==> src/hdl/sblm_pkg.sv <==
// ----------------------------------------------------------------------------
// sblm_pkg
// Shared types and constants for the serial loaded bank mapper.
// ----------------------------------------------------------------------------
package sblm_pkg;

	localparam int MAX_PRG_BANKS = 16;

	localparam logic [1:0] REQ_CPU_READ  = 2'd0;
	localparam logic [1:0] REQ_CPU_WRITE = 2'd1;
	localparam logic [1:0] REQ_PPU_READ  = 2'd2;
	localparam logic [1:0] REQ_PPU_WRITE = 2'd3;

	localparam logic [1:0] TGT_NONE    = 2'd0;
	localparam logic [1:0] TGT_PRG_RAM = 2'd1;
	localparam logic [1:0] TGT_PRG_ROM = 2'd2;
	localparam logic [1:0] TGT_CHR     = 2'd3;

	localparam logic [1:0] CFG_PRG_COUNT   = 2'd0;
	localparam logic [1:0] CFG_CHR_COUNT   = 2'd1;
	localparam logic [1:0] CFG_BOOT_MIRROR = 2'd2;

	localparam logic [1:0] SEL_CONTROL  = 2'd0;
	localparam logic [1:0] SEL_CHR_LOW  = 2'd1;
	localparam logic [1:0] SEL_CHR_HIGH = 2'd2;
	localparam logic [1:0] SEL_PRG      = 2'd3;

	localparam logic [4:0]  SERIAL_EMPTY  = 5'h10;
	localparam logic [4:0]  CONTROL_BOOT  = 5'h0C;
	localparam logic [1:0]  MIRROR_VERT   = 2'd2;
	localparam logic [1:0]  MIRROR_HORIZ  = 2'd3;
	localparam logic [15:0] ADDR_CLAIM    = 16'h4020;
	localparam logic [15:0] ADDR_PRG_RAM  = 16'h6000;
	localparam logic [15:0] ADDR_PRG_ROM  = 16'h8000;

	typedef struct packed {
		logic [1:0]  req_type;
		logic [15:0] bus_address;
		logic [7:0]  bus_data;
	} sblm_in_t;

	typedef struct packed {
		logic        claimed;
		logic [1:0]  target;
		logic [17:0] mem_address;
		logic        write_enable;
		logic [7:0]  write_byte;
		logic [1:0]  mirror_mode;
	} sblm_out_t;

	// Translation result of one access, before the mirror mode is attached.
	typedef struct packed {
		logic        claimed;
		logic [1:0]  target;
		logic [17:0] mem_address;
		logic        write_enable;
		logic [7:0]  write_byte;
	} sblm_map_t;

	// Bank registers as seen by the address translation.
	typedef struct packed {
		logic [4:0] control_word;
		logic [4:0] chr_low_bank;
		logic [4:0] chr_high_bank;
		logic [4:0] prg_bank;
		logic [4:0] prg_count;
	} sblm_banks_t;

	function automatic logic [4:0] clamp_count(input logic [4:0] c);
		logic [4:0] r;
		r = c;
		if (c == 5'd0) begin
			r = 5'd1;
		end else if (c > 5'(MAX_PRG_BANKS)) begin
			r = 5'(MAX_PRG_BANKS);
		end
		return r;
	endfunction

endpackage

==> src/hdl/sblm_mod_unit.sv <==
// ----------------------------------------------------------------------------
// sblm_mod_unit
// Restoring remainder unit: one dividend bit per cycle, MSB first.
// ----------------------------------------------------------------------------
module sblm_mod_unit (
	input  logic       clk,
	input  logic       arst_n,
	input  logic       start,
	input  logic [4:0] dividend,
	input  logic [5:0] divisor,
	output logic       done,
	output logic [4:0] remainder
);
	import sblm_pkg::*;

	logic       busy_q;
	logic       done_q;
	logic [2:0] cnt_q;
	logic [4:0] dvd_q;
	logic [5:0] dsr_q;
	logic [5:0] rem_q;
	logic [5:0] trial;

	// Shift in the next dividend bit and subtract when the divisor fits.
	always_comb begin
		trial = {rem_q[4:0], dvd_q[4]};
		if (trial >= dsr_q) begin
			trial = trial - dsr_q;
		end
	end

	always_ff @(posedge clk or negedge arst_n) begin
		if (!arst_n) begin
			busy_q <= 1'b0;
			done_q <= 1'b0;
			cnt_q  <= 3'd0;
		end else begin
			done_q <= 1'b0;
			if (start) begin
				busy_q <= 1'b1;
				cnt_q  <= 3'd5;
			end else if (busy_q) begin
				cnt_q <= cnt_q - 3'd1;
				if (cnt_q == 3'd1) begin
					busy_q <= 1'b0;
					done_q <= 1'b1;
				end
			end
		end
	end

	always_ff @(posedge clk) begin
		if (start) begin
			dvd_q <= dividend;
			dsr_q <= divisor;
			rem_q <= 6'd0;
		end else if (busy_q) begin
			dvd_q <= {dvd_q[3:0], 1'b0};
			rem_q <= trial;
		end
	end

	assign done      = done_q;
	assign remainder = rem_q[4:0];

endmodule

==> src/hdl/sblm_addr_map.sv <==
// ----------------------------------------------------------------------------
// sblm_addr_map
// Translates one CPU or PPU access into a memory target and physical address.
// ----------------------------------------------------------------------------
module sblm_addr_map (
	input  sblm_pkg::sblm_in_t    item,
	input  sblm_pkg::sblm_banks_t banks,
	output sblm_pkg::sblm_map_t   map
);
	import sblm_pkg::*;

	logic [1:0]  prg_mode;
	logic [3:0]  prg_sel;
	logic [4:0]  chr_sel;
	logic [12:0] ppu_addr;
	logic        is_write;

	always_comb begin
		prg_mode = banks.control_word[3:2];
		ppu_addr = item.bus_address[12:0];
		is_write = (item.req_type == REQ_CPU_WRITE) || (item.req_type == REQ_PPU_WRITE);
		prg_sel  = 4'd0;
		chr_sel  = 5'd0;
		map      = '0;
		if ((item.req_type == REQ_CPU_READ) || (item.req_type == REQ_CPU_WRITE)) begin
			map.claimed = (item.bus_address >= ADDR_CLAIM);
			if ((item.bus_address >= ADDR_PRG_RAM) && (item.bus_address < ADDR_PRG_ROM)) begin
				if (!banks.prg_bank[4]) begin
					map.target       = TGT_PRG_RAM;
					map.mem_address  = {5'd0, item.bus_address[12:0]};
					map.write_enable = is_write;
				end
			end else if (item.bus_address >= ADDR_PRG_ROM && !is_write) begin
				map.target = TGT_PRG_ROM;
				if (!prg_mode[1]) begin
					// 32KB mode ignores the low bank bit.
					map.mem_address = {banks.prg_bank[3:1], item.bus_address[14:0]};
				end else begin
					if (prg_mode[0]) begin
						// Last bank fixed at the upper window.
						prg_sel = item.bus_address[14] ? 4'(banks.prg_count - 5'd1)
						                               : banks.prg_bank[3:0];
					end else begin
						// First bank fixed at the lower window.
						prg_sel = item.bus_address[14] ? banks.prg_bank[3:0] : 4'd0;
					end
					map.mem_address = {prg_sel, item.bus_address[13:0]};
				end
			end
		end else begin
			map.claimed      = 1'b1;
			map.target       = TGT_CHR;
			map.write_enable = is_write;
			if (banks.control_word[4]) begin
				chr_sel = ppu_addr[12] ? banks.chr_high_bank : banks.chr_low_bank;
				map.mem_address = {1'b0, chr_sel, ppu_addr[11:0]};
			end else begin
				map.mem_address = {1'b0, banks.chr_low_bank[4:1], ppu_addr};
			end
		end
		map.write_byte = map.write_enable ? item.bus_data : 8'd0;
	end

endmodule

==> src/hdl/serial_loaded_bank_mapper.sv <==
// ----------------------------------------------------------------------------
// serial_loaded_bank_mapper
// Serially loaded cartridge bank mapper for CPU and PPU bus accesses.
// ----------------------------------------------------------------------------
// Each accepted item is one bus access and yields exactly one result item with
// the memory target, the physical byte address, a write strobe with its byte,
// and the nametable mirror mode after the access. An item is registered, then
// translated and applied in the next cycle, and its result is loaded into the
// output register at the end of that cycle; it leaves when out_stall is low. A
// serial write that completes a CHR or PRG bank value then runs the shared
// remainder unit for five steps and writes the reduced value back in ST_DIV
// once the unit is done. The input stalls until such an item is through, and
// for any other item until it has been translated and applied. The next item
// may be accepted while a result still waits in the output register only once
// that result leaves at the same edge. Configuration writes on the cfg port
// are meant for idle periods; writing the boot mirror register also reloads
// the mirror bits of the control register at once.
// ----------------------------------------------------------------------------
module serial_loaded_bank_mapper (
	input  logic                clk,
	input  logic                arst_n,
	input  logic                in_valid,
	output logic                in_stall,
	input  sblm_pkg::sblm_in_t  in_item,
	output logic                out_valid,
	input  logic                out_stall,
	output sblm_pkg::sblm_out_t out_item,
	input  logic                cfg_we,
	input  logic [1:0]          cfg_index,
	input  logic [4:0]          cfg_data
);
	import sblm_pkg::*;

	typedef enum logic [2:0] {
		ST_IDLE = 3'b001,
		ST_EXEC = 3'b010,
		ST_DIV  = 3'b100
	} state_t;

	state_t      state_q;
	sblm_in_t    item_q;
	sblm_out_t   out_q;
	logic        out_valid_q;

	// Configuration registers.
	logic [4:0]  prg_count_q;
	logic [4:0]  chr_count_q;

	// Mapper state.
	logic [4:0]  serial_q;
	logic [4:0]  control_q;
	logic [4:0]  chr_low_q;
	logic [4:0]  chr_high_q;
	logic [4:0]  prg_bank_q;

	// Pending bank commit while the remainder unit runs.
	logic [1:0]  pend_sel_q;
	logic        pend_bit4_q;

	sblm_banks_t banks;
	sblm_map_t   map;
	logic        accept;
	logic        serial_write;
	logic [4:0]  shifted;
	logic        commit;
	logic [1:0]  sel;
	logic [4:0]  prg_clamped;
	logic [4:0]  control_next;
	logic        mod_start;
	logic [4:0]  mod_dividend;
	logic [5:0]  mod_divisor;
	logic        mod_done;
	logic [4:0]  mod_rem;

	assign accept = in_valid && !in_stall;
	assign in_stall = (state_q != ST_IDLE) || (out_valid_q && out_stall);

	assign prg_clamped = clamp_count(prg_count_q);

	always_comb begin
		banks.control_word  = control_q;
		banks.chr_low_bank  = chr_low_q;
		banks.chr_high_bank = chr_high_q;
		banks.prg_bank      = prg_bank_q;
		banks.prg_count     = prg_clamped;
	end

	sblm_addr_map u_map (
		.item  (item_q),
		.banks (banks),
		.map   (map)
	);

	// Serial port decode: a CPU write in the ROM window feeds the shift
	// register, LSB first. The fifth bit is there when the marker reaches bit 0.
	always_comb begin
		serial_write = (item_q.req_type == REQ_CPU_WRITE) &&
		               (item_q.bus_address >= ADDR_PRG_ROM);
		shifted      = {item_q.bus_data[0], serial_q[4:1]};
		commit       = serial_write && !item_q.bus_data[7] && serial_q[0];
		sel          = item_q.bus_address[14:13];
		control_next = control_q;
		if (serial_write && item_q.bus_data[7]) begin
			control_next = control_q | CONTROL_BOOT;
		end else if (commit && (sel == SEL_CONTROL)) begin
			control_next = shifted;
		end
		mod_start    = (state_q == ST_EXEC) && commit && (sel != SEL_CONTROL);
		mod_dividend = (sel == SEL_PRG) ? {1'b0, shifted[3:0]} : shifted;
		mod_divisor  = (sel == SEL_PRG) ? {1'b0, prg_clamped}
		                                : {clamp_count(chr_count_q), 1'b0};
	end

	sblm_mod_unit u_mod (
		.clk       (clk),
		.arst_n    (arst_n),
		.start     (mod_start),
		.dividend  (mod_dividend),
		.divisor   (mod_divisor),
		.done      (mod_done),
		.remainder (mod_rem)
	);

	always_ff @(posedge clk or negedge arst_n) begin
		if (!arst_n) begin
			state_q     <= ST_IDLE;
			out_valid_q <= 1'b0;
			prg_count_q <= 5'd2;
			chr_count_q <= 5'd1;
			serial_q    <= SERIAL_EMPTY;
			control_q   <= CONTROL_BOOT | {3'd0, MIRROR_HORIZ};
			chr_low_q   <= 5'd0;
			chr_high_q  <= 5'd0;
			prg_bank_q  <= 5'd0;
		end else begin
			if (out_valid_q && !out_stall) begin
				out_valid_q <= 1'b0;
			end
			case (state_q)
				ST_IDLE: begin
					if (accept) begin
						state_q <= ST_EXEC;
					end
				end
				ST_EXEC: begin
					out_valid_q <= 1'b1;
					control_q   <= control_next;
					if (serial_write) begin
						if (item_q.bus_data[7] || serial_q[0]) begin
							serial_q <= SERIAL_EMPTY;
						end else begin
							serial_q <= shifted;
						end
					end
					state_q <= mod_start ? ST_DIV : ST_IDLE;
				end
				ST_DIV: begin
					if (mod_done) begin
						case (pend_sel_q)
							SEL_CHR_LOW:  chr_low_q  <= mod_rem;
							SEL_CHR_HIGH: chr_high_q <= mod_rem;
							default:      prg_bank_q <= {pend_bit4_q, mod_rem[3:0]};
						endcase
						state_q <= ST_IDLE;
					end
				end
				default: begin
					state_q <= ST_IDLE;
				end
			endcase
			if (cfg_we) begin
				case (cfg_index)
					CFG_PRG_COUNT: prg_count_q <= cfg_data;
					CFG_CHR_COUNT: chr_count_q <= cfg_data;
					CFG_BOOT_MIRROR: begin
						control_q   <= {control_q[4:2],
						                cfg_data[0] ? MIRROR_VERT : MIRROR_HORIZ};
					end
					default: begin
					end
				endcase
			end
		end
	end

	// Payload registers.
	always_ff @(posedge clk) begin
		if (accept) begin
			item_q <= in_item;
		end
		if (state_q == ST_EXEC) begin
			out_q.claimed      <= map.claimed;
			out_q.target       <= map.target;
			out_q.mem_address  <= map.mem_address;
			out_q.write_enable <= map.write_enable;
			out_q.write_byte   <= map.write_byte;
			out_q.mirror_mode  <= control_next[1:0];
			pend_sel_q         <= sel;
			pend_bit4_q        <= shifted[4];
		end
	end

	assign out_valid = out_valid_q;
	assign out_item  = out_q;

endmodule

==> config.mk <==
export PLATFORM = sky130hd
export DESIGN_NAME = serial_loaded_bank_mapper
export DESIGN_NICKNAME = d
export VERILOG_FILES = /design/src/hdl/sblm_pkg.sv /design/src/hdl/sblm_mod_unit.sv /design/src/hdl/sblm_addr_map.sv /design/src/hdl/serial_loaded_bank_mapper.sv
export SDC_FILE = /design/constraint.sdc
export NUM_CORES = 1
export LEC_CHECK = 0
export ABC_CLOCK_PERIOD_IN_PS = 3200
export BUFFER_PORTS_ARGS = -buffer_cell sky130_fd_sc_hd__buf_2
export CORE_MARGIN = 2
export CORE_UTILIZATION = 30
export CTS_CLUSTER_SIZE = 40
export DETAILED_ROUTE_END_ITERATION = 10
export HOLD_SLACK_MARGIN = 0.08
export SKIP_LAST_GASP = 1
export SLEW_MARGIN = 20
export SYNTH_ARGS = -nofsm -noshare
export SYNTH_HDL_FRONTEND = slang
export SYNTH_SLANG_ARGS = --single-unit
==> constraint.sdc <==
create_clock -name clk -period 3.2 [get_ports clk]
set_input_delay 0.64 -clock clk [delete_from_list [all_inputs] [get_ports clk]]
set_output_delay 0.64 -clock clk [all_outputs]
set_load 0.02 [all_outputs]
==> impl_results.md <==
- Startpoint types: flop
- Io pins: between 70 and 80
- Most common cell in the netlist: edfxtp_1
- Gate Count Post-Synth: 377
- Global-route wire length before repair: 16.9 mm
- Crit share post-route: 0.751
- Num CTS Buffers: 17
- GRT overflow: 0
- Synth cell count leaders: edfxtp_1 (72), dfrtp_1 (36), mux2_2 (30)
- Xor and xnor fraction of the mapped netlist area: 0.0103
- Post-synth top area cell: edfxtp_1
- Max Fclk: around 420 MHz
- DRC Markers: 0
- DR vias/cell: 4.66
- Sequential power share: 0.468
- DR iter-0 viols: 218
- Post-synthesis compound-gate area fraction: 0.0692
- Multiplexer area fraction after synthesis: 0.0807
- Clock tree buffer depth: 2
- GR Util All Layers: 0.122
- FFs w/ async S/R, synth: 0.364
- Worst Path Required: 3520 ps
- Hold-fix buffers, CTS: 0
- X dimension of the die: around 130 µm
- Vias: 3231
- Initial antenna violation count: 0
- Largest net degree at the start of global routing: 45
- Share of layout cells above drive strength 1: 0.329
- Final WS setup: 796 ps
- Cell family with most CP delay: compound AO/OA/AOI/OAI gates
- Sw frac: 0.223
- Core region area: 0.0166 mm²
- Leak: 2.66 nW
- Count of different cell masters after synthesis: 52
- Power per Cell Area: 639 mW/mm²
- First-pass detailed-route iteration total: 5
- Synth top area cells: edfxtp_1 (42%), dfrtp_1 (18%), mux2_2 (6.6%)
- Combinational power share: 0.078
- Detailed Route WL: 10.2 mm
- Worst endpoint data arrival time: approximately 2700 ps
- Initial Utilization: 0.308
- Root Buffer: clkbuf_16
- Worst-path clk slew: 50 ps
- Top FF cell, synth: edfxtp_1
- Clock tree sinks: 121
- Max-Slew Margin vs Limit: 0.420
- Worst Hold Class: in -> async
- # setup viols final: 0
- RSZ-0062 raised after global routing: false
- Crit Path Class: reg -> reg
- NetSw: 0.900 mW
- Yosys warns: 0
- Mapped Area: approximately 0.0051 mm²
- Status: completed
- Vias in the first global route: approximately 3.3k
- CP Max Fanout: 6
- H-tree Lvls: 4
- Routed wire length per instance: 14.7 µm
- Max-cap violations: 0
- Max incr delay on CP: 630 ps
- Post-CTS setup buffers: 0
- Antenna fix cells: 0
- FP Rows: 47
- Seq/Total Area, Yosys: 0.659
- P_int: 3.14 mW
- Max IR drop VDD: 0.388 mV
- Worst path buffer plus inverter count: 1
- Seq cells post-synth: 121
- Resized Gates After CTS: 0
- Post-synthesis adder-cell area fraction: 0.0308
- Worst-path cell chain: inv_1 > ha_1 > fa_1 > nand2b_1 > a21oi_1 > o41ai_2 > mux2_2 > a211oi_1
- Setup TNS: 0 ps
- Die Footprint: 0.0181 mm²
- Fin. max-slew vios: 0
- CTS tree: done
- Simple-Gate Fraction of Synth Area: 0.129
- Syn avg cell area: approximately 14 µm²
- Hold Violations, Final: 0
- Clk_lat worst skew: 410 ps
- DIE HEIGHT: 135 µm
- Min Tclk post-route: 2400 ps
- Number of port buffers: slightly above 70
- Routability Congestion: 0.824
- Setup crit end kind: flop
- Main combinational cell family by area after synthesis: simple AND/OR/NAND/NOR gates
- Top cell type's share of synthesized area: 0.422
- ANT nets after route: 0
- HPWL after DPL: 7.27 mm
- Clk pwr share: 0.454
- Area grow syn2layout: 23.4%
- Slowest cell on the critical path: o41ai_2
- Layout Nets: 512
- Worst Skew: between 5 and 6 ps
- Tightest Pin Transition: 868 ps
- Syn_nets: 427
- Post-synth EDFFs: 72
- Post-Place Worst Slack: 828 ps
## cell families (layout without fill, tap and decap cells)
family                     after synthesis  after routing
buffers and inverters                   28            125
adders and majority gates               12             12
xor gates and xnor gates                 6              6
muxes                                   37             37
and+or+nand+nor                        119            119
DFF                                    121            121
AOI/OAI and AO/OA                       54             54
## cells in the final DEF, fill, tap and decap left out, drive strengths merged, types with 3 or more instances in the layout
cell type   n
nand3b      6
nand3       9
clkinv      7
nand2      29
a22oi       3
bufinv      3
dfrtp      36
nor2       21
dfxtp       5
edfxtp     72
or2         3
nor3        7
buf        76
and3        9
o21ai      22
ha         11
inv        18
xnor2       3
clkbuf     20
mux2i       6
nand2b      9
a211oi      5
and2        3
nor2b      15
xor2        3
a21oi       7
mux2       31
dfstp       8
## power groups by stage
| stage | sequential (mW) | clock (mW) | combinational [mW] |
|---|---|---|---|
| CTS | 1.89 | 1.87 | 0.321 |
| global placement | 1.91 | 0 | 0.310 |
| global route | 1.91 | 1.96 | 0.348 |
| detailed placement | 1.92 | 0 | 0.319 |
| floorplan | 1.91 | 0 | 0.187 |
| finish | 1.89 | 1.84 | 0.314 |
## routing by layer
| metal | up-vias | GRT usage | routed length, µm |
|---|---|---|---|
| li1 | 1533 | - | - |
| met1 | 1616 | 0.148 | 4470 |
| met2 | 69 | 0.203 | 5150 |
| met3 | 13 | 0.0353 | 387 |
| met4 | 0 | 0.0544 | 170 |
| met5 | - | 0 | 0 |
## worst paths after layout
kind	slack [ps]	endpoint	from	cells past startpoint
setup / recovery	800	u_mod.rem_q[0]	u_mod.dvd_q[4]	8
hold / removal	240	chr_count_q[4]	arst_n	1
setup reg to reg	800	u_mod.rem_q[0]	u_mod.dvd_q[4]	8
hold reg to reg	480	chr_low_q[1]	chr_low_q[1]	2
max in group asynchronous	2570	prg_count_q[2]	arst_n	1
min in group clk	400	item_q[3]	in_item[3]	1
## state kept, by name, indices dropped and copies added, names as in the netlist, 2 cells and up
name / flops
chr_count_q: 5
item_q: 26
u_mod.dsr_q: 6
pend_sel_q: 2
state_q: 3
u_mod.cnt_q: 3
control_q: 5
u_mod.dvd_q: 5
u_mod.rem_q: 5
prg_count_q: 5
out_item: 32
chr_high_q: 5
serial_q: 5
chr_low_q: 5
prg_bank_q: 5
## cell type report
type | count | area (µm²)
Fill cell | 1598 | 10300
Sequential cell | 121 | 3370
Inverter | 18 | 67.6
Multi-Input combinational cell | 228 | 1640
Clock buffer | 20 | 437
Timing Repair Buffer | 76 | 395
Clock inverter | 11 | 130
Tap cell | 220 | 275
## per-stage QoR
step / utilization / area [µm²] / total power, mW / hold WS (ps) / instances
final: 0.380 / 6320 / 4.04 / 240 / 694
after global routing: 0.380 / 6320 / 4.21 / 279 / 694
after CTS: 0.379 / 6310 / 4.08 / 393 / 694
after detailed placement: 0.345 / 5750 / 2.24 / 474 / 663
after global placement: 0.345 / 5750 / 2.22 / 456 / 663
after floorplan: - / 5120 / 2.10 / 344 / 377
Note: power is estimated with default switching activity, not from simulation.
